`config.mk`:
```
export PLATFORM = sky130hd
export DESIGN_NAME = stm_accum
export DESIGN_NICKNAME = d
export VERILOG_FILES = /design/src/rtl/stm_pkg.sv /design/src/rtl/stm_accum.sv
export SDC_FILE = /design/constraint.sdc
export NUM_CORES = 1
export LEC_CHECK = 0
export BUFFER_PORTS_ARGS = -buffer_cell sky130_fd_sc_hd__buf_2
export CAP_MARGIN = 15
export CORE_ASPECT_RATIO = 1.5
export CORE_MARGIN = 2
export CORE_UTILIZATION = 35
export DETAILED_ROUTE_END_ITERATION = 8
export PLACE_DENSITY = 0.51
export SLEW_MARGIN = 20
export SYNTH_ARGS = -nofsm -noshare
export SYNTH_HDL_FRONTEND = slang
export SYNTH_SLANG_ARGS = --single-unit
```
`constraint.sdc`:
```
create_clock -name clk -period 6.2 [get_ports clk]
set_input_delay 1.55 -clock clk [delete_from_list [all_inputs] [get_ports clk]]
set_output_delay 1.55 -clock clk [all_outputs]
set_load 0.01 [all_outputs]
```
`src/rtl/stm_pkg.sv`:
```
// Shared constants and types for the sliding trimmed mean block.
package stm_pkg;

  // Width of one time sample and of each mean.
  localparam int SAMPLE_W = 24;

  // Default window lengths.
  localparam int SHORT_WINDOW_DEF = 5;
  localparam int LONG_WINDOW_DEF  = 12;

  // Control from the sequencer to one window accumulator.
  typedef struct packed {
    logic clear;
    logic en;
  } acc_ctrl_t;

endpackage

```
`src/rtl/stm_accum.sv`:
```
// Window accumulator: running sum, minimum and maximum, and the rounded numerator.
module stm_accum #(
  parameter int WIN = stm_pkg::SHORT_WINDOW_DEF
) (
  input  logic                                         clk,
  input  stm_pkg::acc_ctrl_t                           ctrl,
  input  logic [stm_pkg::SAMPLE_W-1:0]                 data,
  output logic [stm_pkg::SAMPLE_W+$clog2(WIN):0]       num
);

  localparam int SUM_W = stm_pkg::SAMPLE_W + $clog2(WIN);
  localparam int NUM_W = SUM_W + 1;

  logic [SUM_W-1:0]             sum_r;
  logic [stm_pkg::SAMPLE_W-1:0] lo_r;
  logic [stm_pkg::SAMPLE_W-1:0] hi_r;
  logic [SUM_W-1:0]             trim;

  // Clear on a new request, then fold in each scanned sample that falls in the window
  always_ff @(posedge clk) begin
    if (ctrl.clear) begin
      sum_r <= '0;
      lo_r  <= '1;
      hi_r  <= '0;
    end else if (ctrl.en) begin
      sum_r <= sum_r + SUM_W'(data);
      if (data < lo_r) lo_r <= data;
      if (data > hi_r) hi_r <= data;
    end
  end

  // Drop one minimum and one maximum; numerator is 2*sum + d for round-half-up
  assign trim = sum_r - SUM_W'(lo_r) - SUM_W'(hi_r);
  assign num  = {trim, 1'b0} + NUM_W'(WIN - 2);

endmodule

```
# After elaboration in Yosys (flattened, before gate mapping)
# Cells that the tools add are included.
totals:
  ff_bits: 75
  input_bits: 27
classes:
  add_sub_neg: 4
  n_lt_le_gt_ge: 2
  reduce_logical: 2
op_table:
  columns: ["operator", "n"]
  rows:
  - ["27-bit by 24-bit subtractor with 27-bit output", 2]
  - ["28-bit by 2-bit adder with 28-bit output (second input constant)", 1]
  - ["27-bit by 24-bit adder with 27-bit output", 1]
  - ["24-bit > comparator", 1]
  - ["24-bit less-than comparator", 1]
  - ["2-bit AND reduction", 2]

# Logic depth before layout (Yosys ltp)
# Gate-level depths: netlist (run 1).
logic_depth:
  depth_word: 3
  ltp_mapped: 17

# Worst setup path before layout (run 1)
# OpenSTA, ideal clock, no wires.
synth_path:
  path_type: "register -> output"
  from: "register sum_r[0]"
  to: "output num[27] (netlist bit)"
  arrival_ns: 3.730
  required_time_ns: 4.650
  path_slack_ns: 0.920
  stages_incl_launch_ff: 17
  path_buffers: 1
  path_cell_list: "dfxtp_1 inv_1 fa_1 ha_1 nor2_1 fa_1 nand2b_1 a211oi_1 nor3_1 xor2_1 or3_1 and4bb_1 and3_1 buf_4 nand3_1 mux2_1 nand3_1"
synth_via:
  elab_chain_cells: 3
synth_lines:
  columns: ["item", "line_no", "text"]
  rows:
  - ["start: declaration", "stm_accum.sv:14", "logic [SUM_W-1:0] sum_r;"]
  - ["start signal: assignment", "stm_accum.sv:26", "sum_r <= sum_r + SUM_W'(data);"]
  - ["27-bit by 24-bit subtractor with 27-bit output (2 in series)", "stm_accum.sv:33", "assign trim = sum_r - SUM_W'(lo_r) - SUM_W'(hi_r);"]
  - ["28-bit by 2-bit adder with 28-bit output", "stm_accum.sv:34", "assign num = {trim, 1'b0} + NUM_W'(WIN - 2);"]
  - ["end: declaration", "stm_accum.sv:8", "output logic [stm_pkg::SAMPLE_W+$clog2(WIN):0] num"]
# Every way passes these cells.

# Final worst setup path (run 1)
# Ends and elaborated chain as after synthesis.

==> flow_summary_export.csv, run 1 <==
group,metric,value,unit
clocking,cts_hold_buf,0,
setup_path,worstSetupPathType,"register to output port",
cells_and_area,final_layout_size_suffix_gt1_frac,0.105,
setup_path,cp.arrival,4.34,ns
synthesis,synth.area.top_cells,"dfxtp_1, ha_1, fa_1",
synthesis,async_flop_share,0,
setup_path,start_kind,"register",
synthesis,yosysWarnings,0,
sta,clock.fmax,0.170,GHz
flow_run,max_cap_viol_count,0,
synthesis,synth_flop_cell,"dfxtp_1",
power,power_density,446,nW/um^2
grt,grt_use_total,0.196,
clocking,numCtsBuffers,9,
setup_path,crit_buf_inv,2,
die,core,21000,um^2
grt,grt_overflow,0,
clocking,clkLatencyLatePin,0.36,ns
clocking,cts_buffer_depth,2,
cells_and_area,instances_no_fill,1196,
synthesis,avgSynthCellArea,8.44,um^2
sta,period_share,0.950,
sta,min_period,5.89,ns
setup_path,cp.required,4.65,ns
route,viasPerCell,5.46,
route,drc,0,
die,die_x,123,um
route,via_count,6526,
synthesis,synth_edf_count,0,
min_path,hold_class,"register to register",
die,start_util,0.355,
grt,grt_pass1_wl,34100,um
die,die_h,183,um
route,drt-total-wl,21100,um
synthesis,synth.distinct_cells,76,
clocking,cts_max_level,3,
grt,grt_max_degree,55,
cells_and_area,synthToLayoutAreaGrowth,12.0,%
die,pin_count,55,
synthesis,ys_seq_area_frac,0.202,
sta,maxSlewHeadroom,0.331,
setup_path,cpPeakStageDelay,0.56,ns
place,hpwlAfterDp,16600,um
cells_and_area,final_nets,1074,
place,postPlaceCellArea,7970,um^2
place,gp_congestion,0.864,
cells_and_area,postLayoutCellArea,8340,um^2
sta,setup_violations,0,
synthesis,syn_inst,882,
clocking,cts_tree,"yes",
setup_path,endpoint_kind,"output port",
sta,worst_pin_slew,0.997,ns
route,drtIter0Drc,327,
die,die_area,22500,um^2
setup_path,critPathTopFamily,"simple AND/OR/NAND/NOR gates",
sta,fin_tns_setup,0,ns
place,placedCellCount,1179,
synthesis,syn_nets,1033,
setup_path,r2r_setup_slack,2.65,ns
route,ant_nets,0,
power,p_leak,3.98,nW
setup_path,path_cells,"inv_1, fa_1, ha_1, nor2_1, fa_1, nand2b_1, a211oi_2, nor3_1, xor2_1, or3_1, and4bb_1, and3_4, nand3_2, mux2_1, nand3_1, buf_2",
synthesis,synth_top_area_frac,0.202,
setup_path,cpMostUsedCell,"fa_1",
setup_path,crit_fanout,6,
grt,grt_pass1_vias,6530,
sta,rsz0062_at_grt,"false",
setup_path,crit_slowest_cell,"fa_1",
sta,skew,0.0117,ns
clocking,cts_root_buffer,"clkbuf_16",
synthesis,synth.largest_area_cell,"dfxtp_1",
synthesis,synth_area,7440,um^2
sta,hold_violations,0,
run_status,status,"finished clean",
power,peakVddDrop,0.174,mV
power,finalPower,3.72,mW
clocking,clk_pin_slew_worst_paths,0.06,ns
route,detail_route.wl_per_cell,17.6,um
clocking,clock-sinks,75,
route,drtPass1Iterations,4,
die,core.rowCount,65,
place,numPortBuffers,53,
cells_and_area,antenna_cells,0,
synthesis,ys_ff_latch,75,
grt,antenna_found_initial,0,
sta,slew_viol_final,0,
through the flow:
stage,hold WS (ns),utilization,worst slack (ns)
after floorplan,0.463,-,0.920
after global placement,0.476,0.380,0.547
after detailed placement,0.486,0.380,0.493
after CTS,0.501,0.396,0.0722
after global routing,0.528,0.397,0.00220
final,0.493,0.397,0.312
timing repair:
action / 4_1_cts / 5_1_grt
buffers inserted: 0 / 1
endpoints found under the setup margin: 0 / 6
gates resized for setup: 0 / 7
cell usage after synthesis (3+ instances only):
cell type	count
and3_1	13
buf_2	3
mux2i_1	38
a21o_1	44
nand4_1	19
nor3_1	14
o21a_1	10
and4_1	4
o21ai_0	51
a31oi_1	6
inv_1	73
xor2_1	29
o21bai_1	3
a211oi_1	10
clkbuf_1	20
nand2_1	33
o22ai_1	3
a311oi_1	4
nor2b_1	14
and2_1	12
or2_2	3
buf_1	4
a21boi_0	3
nand3_1	21
or3_1	7
ha_1	99
dfxtp_1	75
fa_1	25
a21oi_1	41
nand2b_1	6
nor2_1	88
xnor2_1	30
o311ai_0	24
cell families after synthesis:
group,after synthesis,synth area share
AND/OR/NAND/NOR,245,0.165
AO/OA/AOI/OAI,233,0.219
adder cells (fa/ha/maj),124,0.234
buffers and inverters,103,0.0535
flip-flops,75,0.202
XOR/XNOR,59,0.0694
multiplexers,42,0.0572
other,1,0.000504
path summary, 6_finish.rpt:
path / cells after the start / start / endpoint
worst min-delay path: 2 / hi_r[14] / hi_r[14]
worst max register to register: 13 / sum_r[0] / sum_r[24]
worst min register to register: 2 / hi_r[14] / hi_r[14]
worst max-delay path: 16 / sum_r[0] / num[27]
worst register-to-register path: stages (launching register included):
cell and delay [ns]:
dfxtp_1 0.32, ha_1 0.19, inv_1 0.07, fa_1 0.23, nor2b_1 0.08, o21ai_0 0.23, a21boi_0 0.17, o21ai_0 0.26
a21oi_1 0.15, a311oi_1 0.61, o31ai_2 0.22, a221oi_2 0.44, o22ai_1 0.19, mux2_2 0.30
layout make-up:
class	instances	area, um^2
Sequential cell	75	1500
Timing Repair Buffer	59	310
Inverter	74	278
Clock inverter	7	116
Multi-Input combinational cell	704	5570
Fill cell	2221	12600
Tap cell	268	335
Clock buffer	9	225
registers in the layout, summed over array words and instances, names as in the netlist:
signal  cells
lo_r       24
hi_r       24
sum_r      27
metal layers:
layer	global-route usage	up-vias	routed length, um
li1	-	3270	-
met1	0.209	3142	8240
met2	0.386	82	11900
met3	0.0241	32	452
met4	0.0618	0	513
met5	0	-	0
report_power, final:
part | switching [mW] | leakage [nW] | total [mW] | internal (mW)
sequential | 0.0463 | 0.620 | 0.596 | 0.550
combinational | 1.47 | 3.19 | 2.50 | 1.03
clock | 0.228 | 0.165 | 0.620 | 0.393
total | 1.74 | 3.98 | 3.72 | 1.97
placed cells by master, fill, tap and decap left out, drive strengths merged, types with 24 or more instances in the layout:
cell and n:
a21o 44, a21oi 42, buf 59, dfxtp 75, fa 25, ha 99
inv 73, mux2i 38, nand2 33, nor2 88, o21ai 53, o311ai 24
xnor2 30, xor2 29
(Power assumes the default switching activity.)
==> inputs of run 2 (changes only) <==
PLACE_DENSITY = 0.61   (was 0.51)
==> run 2 against run 1 <==
Against the previous run: via count fell by 0.17%; final cell count barely moved; critical endpoint unchanged; critical path depth did not move; register-to-register slack got worse by 0.03 ns; highest routed layer unchanged; utilization fell by 0.11 points; critical path type unchanged; routed wire length fell by 3.7%; global-route usage fell by 0.42 points.
==> flow_summary_export.csv, run 2 (synthesized netlist as in run 1, its figures left out) <==
group,metric,value,unit
sta,rsz0062_at_grt,"true",
cells_and_area,instances_no_fill,1195,
grt,grt_overflow,0,
place,dp_slack,0.494,ns
setup_path,cp.arrival,4.38,ns
cells_and_area,reg_top3,"sum_r x27, hi_r x24, lo_r x24",
sta,setup_violations,0,
sta,skew,0.0104,ns
cells_and_area,final_layout_size_suffix_gt1_frac,0.100,
die,core.rowCount,65,
die,start_util,0.355,
route,detail_route.wl_per_cell,17.0,um
die,core,21000,um^2
cells_and_area,synthToLayoutAreaGrowth,11.7,%
cells_and_area,final_nets,1074,
power,peakVddDrop,0.170,mV
clocking,cts_max_level,3,
min_path,hold_class,"register to register",
die,die_x,123,um
sta,fin_tns_setup,0,ns
die,die_h,183,um
clocking,numCtsBuffers,9,
clocking,clock-sinks,75,
route,drtIter0Drc,369,
setup_path,cp.required,4.65,ns
sta,maxSlewHeadroom,0.536,
setup_path,cpPeakStageDelay,0.57,ns
cells_and_area,largest_register_ffs,27,
cells_and_area,largest-register,"sum_r",
power,finalPower,3.66,mW
clocking,cts_root_buffer,"clkbuf_16",
sta,slew_viol_final,0,
setup_path,endpoint_kind,"output port",
power,power_density,441,nW/um^2
sta,whs,0.493,ns
sta,worst_pin_slew,0.690,ns
sta,fin_ws,0.274,ns
sta,clock.fmax,0.169,GHz
grt,grt_max_degree,55,
setup_path,critPathTopFamily,"simple AND/OR/NAND/NOR gates",
route,drtPass1Iterations,5,
grt,grt_pass1_wl,33700,um
cells_and_area,fillers,2171,
place,placedCellCount,1180,
die,pin_count,55,
grt,antenna_found_initial,0,
route,ant_nets,0,
cells_and_area,utilization,0.396,
run_status,status,"finished clean",
place,numPortBuffers,53,
clocking,postCtsSetupRepairBufs,0,
place,postPlaceCellArea,7970,um^2
grt,grt_pass1_vias,6788,
cells_and_area,postLayoutCellArea,8320,um^2
die,die_area,22500,um^2
sta,hold_violations,0,
route,via_count,6515,
place,hpwlAfterDp,16000,um
route,drt-total-wl,20300,um
sta,min_period,5.93,ns
sta,period_share,0.956,
route,drc,0,
clocking,clkLatencyLatePin,0.35,ns
setup_path,crit_slowest_cell,"fa_1",
cells_and_area,final_cell_mix,"ha_1, nor2_1, dfxtp_1, inv_1, buf_2",
clocking,cts_buffer_depth,2,
power,p_leak,3.98,nW
setup_path,path_cells,"inv_1, fa_1, ha_1, nor2_1, fa_1, nand2b_1, a211oi_2, nor3_1, xor2_1, or3_1, and4bb_1, and3_2, nand3_1, mux2_1, nand3_1, buf_2",
cells_and_area,layout_commonest_cell,"ha_1",
setup_path,start_kind,"register",
clocking,cts_tree,"yes",
grt,grt_use_total,0.192,
place,gp_congestion,0.861,
clocking,clk_pin_slew_worst_paths,0.06,ns
cells_and_area,antenna_cells,0,
setup_path,crit_fanout,6,
setup_path,crit_buf_inv,2,
flow_run,max_cap_viol_count,0,
setup_path,worstSetupPathType,"register to output port",
route,viasPerCell,5.45,
==> run 2: cell count changes in the layout (fill, tap and decap cells not counted) <==
| cell | before | now |
|---|---|---|
| clkinv_2 | 2 | 3 |
| and4_4 | 1 | 0 |
| and3_4 | 1 | 0 |
| clkinvlp_4 | 1 | 0 |
| and3_1 | 11 | 12 |
| nand3_2 | 1 | 0 |
| and4_1 | 3 | 4 |
| nand3_1 | 20 | 21 |
| clkinv_4 | 1 | 0 |
==> run 2: worst paths after layout <==
| path | start | to | slack [ns] | depth (start not counted) |
|---|---|---|---|---|
| setup / recovery | sum_r[0] | num[27] | 0.27 | 16 |
| hold / removal | hi_r[19] | hi_r[19] | 0.49 | 2 |
| setup reg to reg | sum_r[0] | sum_r[26] | 2.62 | 13 |
| hold reg to reg | hi_r[19] | hi_r[19] | 0.49 | 2 |
==> run 2: repair_timing <==
| item | in CTS | in global routing |
|---|---|---|
| resized for setup | 0 | 3 |
| hold buffers | 0 | 0 |
| endpoints found under the setup margin | 0 | 5 |
==> run 2: cell type report <==
class,instances,area (um^2),share of cell area
Tap cell,268,335,0.0403
Sequential cell,75,1500,0.181
Timing Repair Buffer,59,310,0.0373
Clock buffer,9,225,0.0271
Inverter,74,278,0.0334
Multi-Input combinational cell,704,5560,0.669
Clock inverter,6,105,0.0126
==> run 2: worst register-to-register path, stage by stage, from the launching register on <==
cell and delay, ns:
dfxtp_1 0.35, ha_1 0.20, inv_1 0.07, fa_1 0.42, nor2b_1 0.17, o21ai_0 0.12, a21boi_0 0.27, o21ai_0 0.16
a21oi_1 0.25, a311oi_1 0.22, o31ai_2 0.49, a221oi_2 0.17, o21ai_1 0.23, mux2_2 0.35
==> run 2: power by group <==
part / internal (mW) / total, mW / leakage (nW) / switching (mW)
combinational: 1.03 / 2.46 / 3.19 / 1.44
clock: 0.389 / 0.604 / 0.165 / 0.215
sequential: 0.550 / 0.596 / 0.620 / 0.0464
==> run 2: routing by layer <==
| layer | part of all wire | up-vias | global-route usage |
|---|---|---|---|
| li1 | - | 3263 | - |
| met1 | 0.38 | 3087 | 0.192 |
| met2 | 0.56 | 117 | 0.377 |
| met3 | 0.023 | 48 | 0.0222 |
| met4 | 0.041 | 0 | 0.0941 |
| met5 | 0 | - | 0 |
==> inputs of run 3 (changes only) <==
PLACE_DENSITY = unset   (was 0.61)
PLACE_DENSITY_LB_ADDON = 0.12   (was unset)
==> run 3 against run 2 <==
Against the previous run: clock skew fell by 0.0022 ns; critical path depth did not move; die area did not move; non-clock buffer count rose by 2; combinational power rose by 2%; highest routed layer unchanged; register-to-register slack got worse by 0.03 ns; total power fell by 0.56%; sequential share of layout area barely moved; largest power group unchanged; sequential power barely moved; first-iteration DRC count fell by 25%; hold slack improved by 0.0024 ns; largest cell class unchanged; final area barely moved.
==> flow_summary_export.csv, run 3 (synthesized netlist as in run 1, its figures left out) <==
group,metric,value,unit
clocking,cts_max_level,3,
cells_and_area,antenna_cells,0,
cells_and_area,reg_top3,"sum_r x27, hi_r x24, lo_r x24",
route,drtPass1Iterations,4,
grt,grt_overflow,0,
sta,maxSlewHeadroom,0.440,
place,hpwlAfterDp,17300,um
route,ant_nets,0,
run_status,status,"finished clean",
place,postPlaceCellArea,7990,um^2
cells_and_area,final_layout_size_suffix_gt1_frac,0.103,
setup_path,cpMostUsedCell,"fa_1",
cells_and_area,largest_register_ffs,27,
clocking,cts_tree,"yes",
route,via_count,6457,
sta,min_period,5.89,ns
power,peakVddDrop,0.190,mV
setup_path,cp.required,4.65,ns
place,placedCellCount,1181,
cells_and_area,instances_no_fill,1197,
route,viasPerCell,5.39,
route,drc,0,
setup_path,crit_slowest_cell,"fa_1",
setup_path,cpPeakStageDelay,0.56,ns
cells_and_area,final_cell_mix,"ha_1, nor2_1, dfxtp_1, inv_1, buf_2",
cells_and_area,final_nets,1076,
setup_path,endpoint_kind,"output port",
die,die_h,183,um
grt,grt_max_degree,55,
setup_path,start_kind,"register",
clocking,clk_pin_slew_worst_paths,0.06,ns
clocking,clkLatencyLatePin,0.35,ns
die,core,21000,um^2
cells_and_area,largest-register,"sum_r",
setup_path,critPathTopFamily,"simple AND/OR/NAND/NOR gates",
route,drtIter0Drc,277,
sta,setup_violations,0,
cells_and_area,layout_commonest_cell,"ha_1",
route,drt-total-wl,21700,um
clocking,cts_hold_buf,0,
setup_path,worstSetupPathType,"register to output port",
sta,rsz0062_at_grt,"true",
die,core.rowCount,65,
clocking,cts_root_buffer,"clkbuf_16",
sta,worst_pin_slew,0.840,ns
min_path,hold_class,"register to register",
setup_path,crit_fanout,3,
power,power_density,438,nW/um^2
sta,period_share,0.950,
grt,grt_pass1_vias,6693,
die,pin_count,55,
clocking,clock-sinks,75,
setup_path,cp.arrival,4.34,ns
place,numPortBuffers,53,
power,finalPower,3.64,mW
sta,hold_violations,0,
setup_path,path_cells,"inv_1, fa_1, ha_1, nor2_1, fa_1, nand2b_1, a211oi_2, o31ai_1, a31oi_1, xnor2_1, or4_4, nor3_2, nand3_2, mux2_1, nand3_1, buf_2",
sta,clock.fmax,0.170,GHz
die,die_x,123,um
cells_and_area,synthToLayoutAreaGrowth,11.7,%
setup_path,crit_buf_inv,2,
power,p_leak,3.96,nW
place,gp_congestion,0.857,
grt,grt_pass1_wl,35600,um
flow_run,max_cap_viol_count,0,
sta,skew,0.00818,ns
sta,whs,0.495,ns
die,start_util,0.355,
sta,slew_viol_final,0,
grt,grt_use_total,0.205,
die,die_area,22500,um^2
route,detail_route.wl_per_cell,18.1,um
cells_and_area,postLayoutCellArea,8310,um^2
grt,antenna_found_initial,0,
clocking,cts_buffer_depth,2,
sta,fin_tns_setup,0,ns
clocking,numCtsBuffers,9,
[run 3: changes by cell type in the layout (fill, tap and decap cells not counted), sizes merged]
cell / previous run / this run
buf: 59 / 61
bufinv: 3 / 1
clkinvlp: 0 / 2
[run 3: stage by stage]
stage,utilization,setup slack (ns)
6_report,0.396,0.310
5_1_grt,0.396,-0.0310
4_1_cts,0.395,0.0971
3_5_place_dp,0.381,0.530
3_3_place_gp,0.381,0.552
2_1_floorplan,-,0.920
[run 3: area by class of cell]
type | instances | area [um^2]
sequential | 75 | 1500
inverter | 74 | 278
tap | 268 | 335
clock buffer | 9 | 225
multi-input combinational | 704 | 5570
timing repair buffer | 61 | 338
fill | 2213 | 12700
clock inverter | 6 | 67.6
[run 3: power by group]
part | total [mW] | switching (mW) | internal (mW)
clock | 0.534 | 0.224 | 0.310
combinational | 2.52 | 1.47 | 1.04
sequential | 0.595 | 0.0454 | 0.550
total | 3.64 | 1.74 | 1.90
[run 3: routing by layer]
metal / vias to the layer above / share of wire / track usage
li1: 3269 / - / -
met1: 3082 / 0.39 / 0.216
met2: 71 / 0.57 / 0.409
met3: 35 / 0.018 / 0.0253
met4: 0 / 0.025 / 0.0627
met5: - / 0 / 0
[run 3: tightest hold or removal path, stage by stage, from the launching register on]
cell and delay, ns:
dfxtp_1 0.32, mux2i_1 0.07, nor2_1 0.07
[run 3: worst paths after layout]
check	cells past startpoint	slack, ns	from	end
setup / recovery	16	0.31	sum_r[0]	num[27]
hold / removal	2	0.50	hi_r[9]	hi_r[9]
setup reg to reg	12	2.59	sum_r[1]	sum_r[26]
hold reg to reg	2	0.50	hi_r[9]	hi_r[9]
[run 3: what timing repair did]
item                       4_1_cts  5_1_grt
setup buffers                    0        1
gates resized for setup          0        5
setup endpoints to repair        0        6
