[src/rtl/stm_pkg.sv]
// Shared constants and types for the sliding trimmed mean block.
package stm_pkg;

  // Width of one time sample and of each mean.
  localparam int SAMPLE_W = 24;

  // Default window lengths.
  localparam int SHORT_WINDOW_DEF = 5;
  localparam int LONG_WINDOW_DEF  = 12;

  // Control from the sequencer to one window accumulator.
  typedef struct packed {
    logic clear;
    logic en;
  } acc_ctrl_t;

endpackage

[src/rtl/stm_hist_mem.sv]
// Sample history memory: one write port, one read port, registered read data.
module stm_hist_mem #(
  parameter int DEPTH = stm_pkg::LONG_WINDOW_DEF
) (
  input  logic                         clk,
  input  logic                         wr_en,
  input  logic [$clog2(DEPTH)-1:0]     wr_addr,
  input  logic [stm_pkg::SAMPLE_W-1:0] wr_data,
  input  logic                         rd_en,
  input  logic [$clog2(DEPTH)-1:0]     rd_addr,
  output logic [stm_pkg::SAMPLE_W-1:0] rd_data
);

  logic [stm_pkg::SAMPLE_W-1:0] mem [DEPTH];

  // Store the new sample
  always_ff @(posedge clk) begin
    if (wr_en) begin
      mem[wr_addr] <= wr_data;
    end
  end

  // Register the read word
  always_ff @(posedge clk) begin
    if (rd_en) begin
      rd_data <= mem[rd_addr];
    end
  end

endmodule

[config.mk]
export PLATFORM = sky130hd
export DESIGN_NAME = stm_hist_mem
export DESIGN_NICKNAME = d
export VERILOG_FILES = /design/src/rtl/stm_pkg.sv /design/src/rtl/stm_hist_mem.sv
export SDC_FILE = /design/constraint.sdc
export NUM_CORES = 1
export LEC_CHECK = 0
export BUFFER_PORTS_ARGS = -buffer_cell sky130_fd_sc_hd__buf_2
export CAP_MARGIN = 20
export CORE_AREA = 3 3 144 146
export CTS_CLUSTER_DIAMETER = 40
export DETAILED_ROUTE_END_ITERATION = 6
export DIE_AREA = 0 0 147 149
export PLACE_DENSITY = 0.76
export SLEW_MARGIN = 20
export SYNTH_ARGS = -nofsm -noshare
export SYNTH_HDL_FRONTEND = slang
export SYNTH_SLANG_ARGS = --single-unit
export TNS_END_PERCENT = 10
[constraint.sdc]
create_clock -name clk -period 5.8 [get_ports clk]
set_input_delay 0.58 -clock clk [delete_from_list [all_inputs] [get_ports clk]]
set_output_delay 0.58 -clock clk [all_outputs]
set_load 0.1 [all_outputs]
Word level (Yosys, flattened, before mapping) --
Memory sizes are Yosys's and may differ from the RTL's. A register that Yosys moved wholly into a read port is not among the register bits. Cells that the tools add are included. Widths: inputs -> output; s select.
Cells by class: muxes and demuxes 2
Operator list (number):
- $mux 1 | 2
Storage, ports and cells: register bits after elaboration 0, bits in writable memories 288, logic and storage cells 3, memories kept 1
Memory list:
- mem | depth 12, bits a word 24, read ports 1, clocked after Yosys merged registers in 1, write ports 1, RTL line stm_hist_mem.sv:14 | logic [stm_pkg::SAMPLE_W-1:0] mem [DEPTH];

Depth between registers and ports, before layout --
Gate-level depths: netlist (run 1).
depth in word-level cells 2, gate-level depth with buffers 6

Worst setup path before layout (run 1) --
Ideal clock, no wire load.
path type input to register, from input wr_addr[3], to memory mem[0][0] in the netlist's numbering, enable pin, setup time 435 ps, arrival 2688 ps, slack 2677 ps, stages 2, path buffers 0, cell sequence or3b_1 -> nor3_1
RTL lines:
- start, declared | RTL line stm_hist_mem.sv:7 | input logic [$clog2(DEPTH)-1:0] wr_addr,
- end, declared | RTL line stm_hist_mem.sv:14
Straight into the memory's write port.

==> results of run 1 <==
-- sequential cells by signal (all words and copies together), names as in the netlist --
name     flops
rd_data     24
mem        288
-- final timing paths --
kind                  to   startpoint  slack, ns  cells past startpoint
max           rd_data[7]   rd_addr[0]       3.18                      5
min           mem[5][19]  wr_data[19]       0.40                      1
max reg2reg   rd_data[7]    mem[0][7]       4.24                      3
min reg2reg  rd_data[20]   mem[8][20]       0.64                      2
-- power by group --
group	switching, mW	internal (mW)
Combinational	0.222	0.0851
Sequential	0.0154	2.54
Clock	0.846	1.27
Total	1.08	3.90
-- Yosys cell counts --
cell           instances
nand2b_1               3
nor3_1                 3
dlygate4sd1_1          3
buf_8                  1
buf_6                  5
mux4_2                39
or3b_1                 1
mux2i_1               48
edfxtp_1             312
mux4_1                 9
nand2_1                2
nor2_1                10
clkbuf_1               2
buf_1                  2
buf_12                 4
o221ai_1              24
a22oi_1               24
buf_2                  9
nor2b_1                1
nand3b_1               2
-- cell usage in the layout, fill, tap and decap left out, drive strengths merged --
master and count:
a22oi 24, buf 74, bufinv 2, clkbuf 42, clkinv 14, clkinvlp 2
edfxtp 312, inv 4, mux2i 48, mux4 48, nand2 2, nand2b 3
nand3b 2, nor2 10, nor2b 1, nor3 3, o221ai 24, or3b 1
-- metal layers --
layer | wire (µm) | vias up
met3 | 1660 | 63
met4 | 743 | 0
li1 | - | 2347
met2 | 12170 | 239
met5 | 0 | -
met1 | 8621 | 2803
-- stage by stage --
step	power (mW)	utilization	area (µm²)
after global placement	2.900	0.6281	12260
after global routing	5.132	0.6860	13400
after floorplan	2.827	-	11700
after detailed placement	2.914	0.6281	12260
final	4.980	0.6860	13400
after CTS	5.018	0.6860	13400
-- cell families (layout without fill, tap and decap cells) --
group,count (synthesis),count (layout),synth area share
compound gates,48,48,0.03336
mux,96,96,0.1363
simple gates,22,22,0.009303
flops,312,312,0.8007
buf+inv,26,138,0.02032
-- area by class of cell --
| cell class | count | area, µm² | area share |
|---|---|---|---|
| well taps | 265 | 331.6 | 0.02475 |
| flip-flops and latches | 312 | 9369 | 0.6994 |
| multi-input cells | 166 | 2147 | 0.1603 |
| repair buffers | 74 | 416.7 | 0.03110 |
| clock buffers | 42 | 944.7 | 0.07052 |
| clock inverters | 22 | 186.4 | 0.01392 |
-- worst register-to-register path, delay by kind of cell, from the launching register on --
family,cells,cell delay (ns)
compound gates,2,0.39
flops,1,0.39
mux,1,0.52
==> flow_metrics.py, run 1 <==
metrics = {
    "routing": {
        "routedWlPerCell_um": 26.33,
        "routed_wl_um": 23200,
        "dr_total_vias": 5452,
        "vias_per_cell": 6.188,
        "drtIter0Drc": 443,
        "drt_pass1_iterations": 5,
        "drt.antenna.violating_nets": 0,
        "drcViolationCount": 0,
    },
    "global_route": {
        "grt_use_total": 0.2178,
        "grt_overflow": 0,
        "grt_pass1_wl_um": 34920,
        "antenna_found_initial": 0,
        "top_usage_layer": "met2",
        "use_met3": 0.04983,
        "met2_usage": 0.3796,
        "grtUsageMet1": 0.2683,
        "grt_start_max_net_pins": 80,
        "grt_pass1_vias": 5891,
    },
    "worst_hold_path": {
        "hp-class": "in -> reg",
    },
    "synthesis": {
        "synth_area_leader_cell": "edfxtp_1",
        "synthesis.area_mm2": 0.01170,
        "ys_ff_latch": 312,
        "synth_nets": 539,
        "synth_cell_types": 20,
        "synth.area.top_cells": "edfxtp_1 80%, mux4_2 7.5%, mux2i_1 4.1%",
        "syn_inst": 504,
        "ys.warnings.count": 0,
        "synth_area_per_cell_um2": 23.22,
        "synth_top_area_share": 0.8007,
        "yosysSeqAreaShare": 0.8007,
    },
    "critical_path": {
        "worst-path-buf-inv": 2,
        "crit_type": "in -> reg",
        "cpMaxStageDelayCell": "buf_6",
        "end_kind": "flop",
        "arrival_ns": 2.85,
        "cp_top_family": "buffers and inverters",
        "crit_path_max_incr_delay_ns": 0.73,
        "cp_cell_sequence": "buf_6, buf_4, mux4_1, a22oi_1, o221ai_1",
        "crit_fanout": 79,
        "cp.required_ns": 6.02,
        "setup.worst_path.start_class": "input pin",
    },
    "finish": {
        "drive_gt1_frac": 0.2922,
        "stdcell_count": 881,
        "nFillCells": 1196,
        "diodes": 0,
        "area_growth_syn_to_layout_pct": 14.48,
        "fin_nets": 625,
    },
    "sta": {
        "tightest_slew_ns": 1.007,
        "rsz0062_at_grt": "false",
        "slew_headroom": 0.3288,
        "whs_ns": 0.3985,
        "period_share": 0.4521,
        "drv_slew": 0,
        "clock.fmax_mhz": 381.4,
        "setup_viol": 0,
        "hold_viol": 0,
        "fin_crit_ns": 2.622,
        "setup_tns_ns": 0,
        "fin_skew_ns": 0.01852,
        "setup_ws_ns": 3.178,
    },
    "floorplan": {
        "core.rowCount": 51,
        "dieWidth_um": 147,
        "die_area_mm2": 0.02190,
        "start_util": 0.5993,
        "io_pins": 59,
        "coreArea_mm2": 0.01953,
        "die_h_um": 149,
    },
    "place": {
        "portBuffers": 58,
        "dp_cells": 817,
        "pre_cts_slack_ns": 2.732,
        "dp_hpwl_um": 11230,
        "gp_congestion": 0.7201,
    },
    "run": {
        "maxCapViolations": 0,
    },
    "clocking": {
        "clock_tree.root_cell": "clkbuf_16",
        "clkSlewWorstSetupHoldPaths_ns": 0.06,
        "cts_tree": "built",
        "cts_made_buffers": 36,
        "postCtsSetupRepairBufs": 0,
        "cts.sinks": 312,
        "ctsHoldBuffers": 0,
        "cts_max_path_buffers": 3,
        "clk_latency_ns": 0.50,
        "cts_resized": 0,
        "htreeDepth": 2,
    },
    "power": {
        "leakage_nw": 4.466,
        "p_per_area_mw_per_mm2": 371.7,
        "peakVddDrop_v": 0.0001894,
    },
    "outcome": {
        "status": "finished, final reports clean",
    },
}
Note: power is estimated with default switching activity, not from simulation.
==> run 2: changes to the inputs <==
--- a/config.mk
+++ b/config.mk
@@ -5,12 +5,13 @@
 export SDC_FILE = /design/constraint.sdc
 export NUM_CORES = 1
 export LEC_CHECK = 0
+export ABC_AREA = 1
 export BUFFER_PORTS_ARGS = -buffer_cell sky130_fd_sc_hd__buf_2
 export CAP_MARGIN = 20
-export CORE_AREA = 3 3 144 146
+export CORE_AREA = 3 3 150 152
 export CTS_CLUSTER_DIAMETER = 40
 export DETAILED_ROUTE_END_ITERATION = 6
-export DIE_AREA = 0 0 147 149
+export DIE_AREA = 0 0 153 155
 export PLACE_DENSITY = 0.76
 export SLEW_MARGIN = 20
 export SYNTH_ARGS = -nofsm -noshare
==> constraint.sdc (replaced) <==
create_clock -name clk -period 2.6 [get_ports clk]
set_input_delay 0.26 -clock clk [delete_from_list [all_inputs] [get_ports clk]]
set_output_delay 0.26 -clock clk [all_outputs]
set_load 0.1 [all_outputs]
==> flow_metrics.py, run 2 <==
metrics = {
    "outcome": {
        "status": "finished, final reports clean",
    },
    "power": {
        "switching_share": 0.2247,
        "p_int_mw": 9.316,
        "seqPwrFrac": 0.475,
        "power_frac_comb": 0.069,
        "p_switching_mw": 2.700,
        "p_per_area_mw_per_mm2": 815.9,
        "leakage_nw": 5.974,
        "peakVddDrop_v": 0.0006324,
        "clkPwrFrac": 0.456,
    },
    "critical_path": {
        "cpMaxStageDelayCell": "buf_2",
        "cp.required_ns": 2.34,
        "crit_path_max_incr_delay_ns": 0.45,
        "crit_fanout": 1,
        "crit_type": "reg -> out",
        "cp_cell_sequence": "buf_2",
        "reg2reg_from": "mem[7][4]",
        "reg2reg_setup_slack_ns": 1.40,
        "arrival_ns": 1.35,
        "ff2ff_path_depth": 6,
        "cp_top_family": "buffers and inverters",
        "setup.worst_path.start_class": "flop",
        "crit_cells": 1,
        "r2r_end": "rd_data[4]",
        "worst-path-buf-inv": 1,
        "end_kind": "primary output",
    },
    "finish": {
        "fin_area_mm2": 0.01473,
        "largest_reg_flops": 288,
        "final_cell_mix": "312 x edfxtp_1, 293 x nand2_1, 162 x inv_1",
        "top_register": "mem",
        "multiInputGateArea_mm2": 0.002516,
        "fin_nets": 1217,
        "mostFrequentLayoutCell": "edfxtp_1",
        "reg_top3": "mem (288), rd_data (24)",
        "nFillCells": 1435,
        "area_growth_syn_to_layout_pct": 15.52,
        "post-route-util": 0.6962,
        "drive_gt1_frac": 0.1290,
        "regArea_mm2": 0.009369,
    },
    "routing": {
        "vias_per_cell": 5.498,
        "drt_pass1_iterations": 5,
        "drt.antenna.violating_nets": 0,
        "dr_total_vias": 8176,
        "drtIter0Drc": 836,
        "routed_wl_um": 28940,
        "routedWlPerCell_um": 19.46,
        "drcViolationCount": 0,
    },
    "place": {
        "place_area_mm2": 0.01340,
        "portBuffers": 58,
        "dp_hpwl_um": 14220,
        "gp_congestion": 0.7565,
    },
    "floorplan": {
        "die_h_um": 155,
        "core.rowCount": 53,
        "start_util": 0.6026,
        "dieWidth_um": 153,
        "coreArea_mm2": 0.02115,
        "die_area_mm2": 0.02372,
        "io_pins": 59,
    },
    "clocking": {
        "cts_max_path_buffers": 3,
        "htreeDepth": 2,
        "clock_tree.root_cell": "clkbuf_16",
        "cts_resized": 0,
        "cts.sinks": 312,
        "clk_latency_ns": 0.51,
        "cts_tree": "built",
        "postCtsSetupRepairBufs": 0,
        "clkSlewWorstSetupHoldPaths_ns": 0.06,
        "ctsHoldBuffers": 0,
        "cts_made_buffers": 37,
    },
    "worst_hold_path": {
        "hp-class": "in -> reg",
        "hold-path-cell-count": 1,
        "hold_path_end": "mem[10][12]",
        "hp-start": "wr_data[12]",
    },
    "synthesis": {
        "yosysSeqAreaShare": 0.7349,
        "synth_area_per_cell_um2": 11.42,
        "ys.warnings.count": 0,
        "synth_area_leader_cell": "edfxtp_1",
        "synth_most_common_cell": "edfxtp_1",
        "ys_ff_latch": 312,
        "synth_edf_count": 312,
        "synth_nets": 1151,
        "synthesis.area_mm2": 0.01275,
        "synthArstFlopShare": 0,
        "synth_top_area_share": 0.7349,
        "synth_common_cells": "312 x edfxtp_1, 293 x nand2_1, 162 x inv_1",
        "synthFlopType": "edfxtp_1",
        "synth_cell_types": 14,
        "syn_inst": 1116,
        "synth.area.top_cells": "edfxtp_1 73%, nand2_1 8.6%, nand3_1 5.7%",
    },
    "sta": {
        "fin_crit_ns": 1.609,
        "setup_tns_ns": 0,
        "slew_headroom": 0.4490,
        "fin_skew_ns": 0.009786,
        "clock.fmax_mhz": 621.5,
        "period_share": 0.6188,
        "hold_viol": 0,
        "drv_slew": 0,
        "setup_viol": 0,
        "whs_ns": 0.06176,
        "tightest_slew_ns": 0.8265,
        "rsz0062_at_grt": "false",
    },
    "global_route": {
        "grt_pass1_wl_um": 44350,
        "grt_start_max_net_pins": 158,
        "grt_pass1_vias": 8019,
        "grt_overflow": 0,
        "grt_use_total": 0.2447,
        "antenna_found_initial": 1,
    },
    "run": {
        "maxCapViolations": 0,
    },
}
-- run 2: changes by cell type in the layout (fill, tap and decap cells not counted), moves of 48 or more --
cell / previous run / this run
inv_1: 0 / 162
o21ai_0: 0 / 49
mux2i_1: 48 / 0
nand2_1: 2 / 293
nor2_1: 0 / 48
nand3_1: 0 / 146
-- run 2: cell families after synthesis --
kind of cell / after synthesis / synth area share
buffers and inverters: 220 / 0.07047
flip-flops: 312 / 0.7349
AO/OA/AOI/OAI: 85 / 0.03337
AND/OR/NAND/NOR: 499 / 0.1613
-- run 2: power by group through the flow --
stage	Sequential [mW]	Clock, mW	Combinational [mW]
final	5.71	5.48	0.827
after CTS	5.71	5.56	0.825
after global placement	5.81	0	0.795
after floorplan	6.03	0	0.343
after global routing	5.72	5.76	0.894
after detailed placement	5.81	0	0.814
-- run 2: stage by stage --
| stage | total power [mW] | worst slack, ns | std cells |
|---|---|---|---|
| 6_report | 12.02 | 0.9911 | 1487 |
| 3_5_place_dp | 6.627 | 0.7655 | 1418 |
| 2_1_floorplan | 6.370 | 0.7216 | 1116 |
| 3_3_place_gp | 6.605 | 0.8353 | 1418 |
| 5_1_grt | 12.37 | 0.9533 | 1485 |
| 4_1_cts | 12.09 | 0.9700 | 1484 |
-- run 2: worst max path at each step --
| stage | start | to | slack [ns] |
|---|---|---|---|
| global placement | rd_addr[3] | rd_data[11] | 0.84 |
| floorplan | wr_addr[0] | mem[1][0] | 0.72 |
| global route | rd_data[16] | rd_data[16] | 0.95 |
| detailed placement | rd_addr[3] | rd_data[16] | 0.77 |
| finish | rd_data[16] | rd_data[16] | 0.99 |
| CTS | rd_data[16] | rd_data[16] | 0.97 |
-- run 2: routing by layer --
metal | up-vias | part of all wire | track usage
li1 | 3852 | - | -
met1 | 3873 | 0.40 | 0.3398
met5 | - | 0 | 0
met3 | 55 | 0.094 | 0.04145
met2 | 396 | 0.49 | 0.3996
met4 | 0 | 0.022 | 0.08528
-- run 2: worst register-to-register path: stages (launching register included) --
cell,delay (ns)
edfxtp_1,0.39
inv_1,0.09
nand2_1,0.08
nand3_1,0.13
nand3_1,0.07
nand3_1,0.11
nand2_1,0.07
-- run 2: layout make-up --
type	instances	area share
flip-flops and latches	312	0.6362
multi-input cells	584	0.1709
clock buffers	43	0.06729
inverters	164	0.04189
repair buffers	83	0.03772
well taps	275	0.02336
clock inverters	23	0.02218
diodes	3	0.0005098
==> run 3: changes to the inputs <==
--- a/config.mk
+++ b/config.mk
@@ -5,14 +5,14 @@
 export SDC_FILE = /design/constraint.sdc
 export NUM_CORES = 1
 export LEC_CHECK = 0
-export ABC_AREA = 1
+export ABC_AREA = 0
 export BUFFER_PORTS_ARGS = -buffer_cell sky130_fd_sc_hd__buf_2
 export CAP_MARGIN = 20
 export CORE_AREA = 3 3 150 152
 export CTS_CLUSTER_DIAMETER = 40
 export DETAILED_ROUTE_END_ITERATION = 6
 export DIE_AREA = 0 0 153 155
-export PLACE_DENSITY = 0.76
+export PLACE_DENSITY = 0.74
 export SLEW_MARGIN = 20
 export SYNTH_ARGS = -nofsm -noshare
 export SYNTH_HDL_FRONTEND = slang
==> constraint.sdc (replaced) <==
create_clock -name clk -period 1.4 [get_ports clk]
set_input_delay 0.14 -clock clk [delete_from_list [all_inputs] [get_ports clk]]
set_output_delay 0.14 -clock clk [all_outputs]
set_load 0.1 [all_outputs]
==> flow_metrics.py, run 3 (synthesized netlist as in run 1, its figures left out) <==
metrics = {
    "outcome": {
        "status": "finished with violations",
        "violations": "negative setup slack",
    },
    "global_route": {
        "grt_use_total": 0.1975,
        "grt_overflow": 0,
        "grt_pass1_wl_um": 35420,
        "grt_pass1_vias": 5906,
        "antenna_found_initial": 1,
        "grt_start_max_net_pins": 28,
    },
    "finish": {
        "fin_nets": 670,
        "drive_gt1_frac": 0.3678,
        "reg_top3": "mem (288), rd_data (24)",
        "area_growth_syn_to_layout_pct": 22.23,
        "largest_reg_flops": 288,
        "post-route-util": 0.6761,
        "final_cell_mix": "312 x edfxtp_1, 48 x mux2i_1, 46 x mux4_2",
        "top_register": "mem",
        "mostFrequentLayoutCell": "edfxtp_1",
        "fin_area_mm2": 0.01430,
    },
    "sta": {
        "period_share": 1.074,
        "clock.fmax_mhz": 664.8,
        "setup_ws_ns": -0.1043,
        "setup_viol": 20,
        "fin_crit_ns": 1.504,
        "whs_ns": 0.06578,
        "tightest_slew_ns": 0.6701,
        "fin_skew_ns": 0.006983,
        "rsz0062_at_grt": "true",
        "hold_viol": 0,
        "setup_tns_ns": -0.5814,
        "slew_headroom": 0.5512,
        "drv_slew": 0,
    },
    "critical_path": {
        "end_kind": "flop",
        "cp_cell_sequence": "mux4_2, a22oi_2, o221ai_1",
        "crit_type": "reg -> reg",
        "arrival_ns": 1.79,
        "setup.worst_path.start_class": "flop",
        "cpMaxStageDelayCell": "mux4_2",
        "crit_fanout": 1,
        "crit_path_max_incr_delay_ns": 0.53,
        "cp.required_ns": 1.68,
    },
    "routing": {
        "routedWlPerCell_um": 25.13,
        "dr_total_vias": 5585,
        "drt_pass1_iterations": 5,
        "drt.antenna.violating_nets": 0,
        "drtIter0Drc": 527,
        "drcViolationCount": 0,
        "routed_wl_um": 23470,
        "vias_per_cell": 5.980,
    },
    "run": {
        "maxCapViolations": 0,
    },
    "clocking": {
        "htreeDepth": 1,
        "cts_made_buffers": 31,
        "clkSlewWorstSetupHoldPaths_ns": 0.06,
        "clk_latency_ns": 0.55,
        "cts_max_path_buffers": 3,
        "cts_tree": "built",
        "clock_tree.root_cell": "clkbuf_16",
        "cts.sinks": 312,
    },
    "floorplan": {
        "dieWidth_um": 153,
        "io_pins": 59,
        "coreArea_mm2": 0.02115,
        "die_area_mm2": 0.02372,
        "die_h_um": 155,
        "start_util": 0.5531,
        "core.rowCount": 53,
    },
    "power": {
        "leakage_nw": 4.755,
        "total_power_mw": 20.63,
        "p_per_area_mw_per_mm2": 1443,
        "peakVddDrop_v": 0.001031,
    },
    "place": {
        "dp_hpwl_um": 12580,
        "place_area_mm2": 0.01277,
        "portBuffers": 58,
        "gp_congestion": 0.7428,
    },
    "worst_hold_path": {
        "hp-class": "in -> reg",
    },
}
## run 3: path summary, 6_finish.rpt
kind / endpoint / slack [ns] / depth (start not counted) / start
max: rd_data[1] / -0.10 / 3 / mem[7][1]
min: rd_data[2] / 0.07 / 2 / rd_en
max reg2reg: rd_data[1] / -0.10 / 3 / mem[7][1]
min reg2reg: rd_data[7] / 0.64 / 2 / mem[8][7]
## run 3: per-stage QoR
stage / cells / setup slack (ns)
detailed placement: 853 / -0.3702
finish: 934 / -0.1043
global route: 934 / -0.1333
global placement: 853 / -0.3053
floorplan: 504 / -0.2595
CTS: 933 / -0.1134
## run 3: repair_timing
action | in CTS | in global routing
hold buffers | 24 | 0
hold endpoints to repair | 288 | 0
endpoints found under the setup margin | 47 | 25
buffers inserted | 0 | 0
cloned | 0 | 0
pin swaps | 16 | 7
gates resized for setup | 49 | 20
## run 3: power by group
group | internal, mW | total, mW | switching, mW | leakage [nW]
logic | 0.557 | 1.56 | 1.00 | 1.40
clock network | 5.15 | 8.47 | 3.32 | 0.517
registers | 10.5 | 10.6 | 0.0690 | 2.84
total | 16.2 | 20.6 | 4.39 | 4.75
## run 3: worst max-delay path: cells and delay by family (launching register included)
| kind | cells | cell delay, ns |
|---|---|---|
| flip-flops | 1 | 0.42 |
| AO/OA/AOI/OAI | 2 | 0.29 |
| multiplexers | 1 | 0.53 |
## run 3: routing by layer
| metal | track usage | vias up | wire length (µm) |
|---|---|---|---|
| li1 | - | 2418 | - |
| met1 | 0.2677 | 2932 | 9321 |
| met2 | 0.3450 | 210 | 12370 |
| met3 | 0.03004 | 25 | 1436 |
| met4 | 0.04667 | 0 | 339 |
| met5 | 0 | - | 0 |
## run 3: cell type report
class / instances / area (µm²)
fill: 1292 / 6852
timing repair buffer: 124 / 1199
tap: 275 / 344.1
antenna: 1 / 2.502
clock buffer: 34 / 787.0
multi-input combinational: 166 / 2331
clock inverter: 22 / 270.3
sequential: 312 / 9369
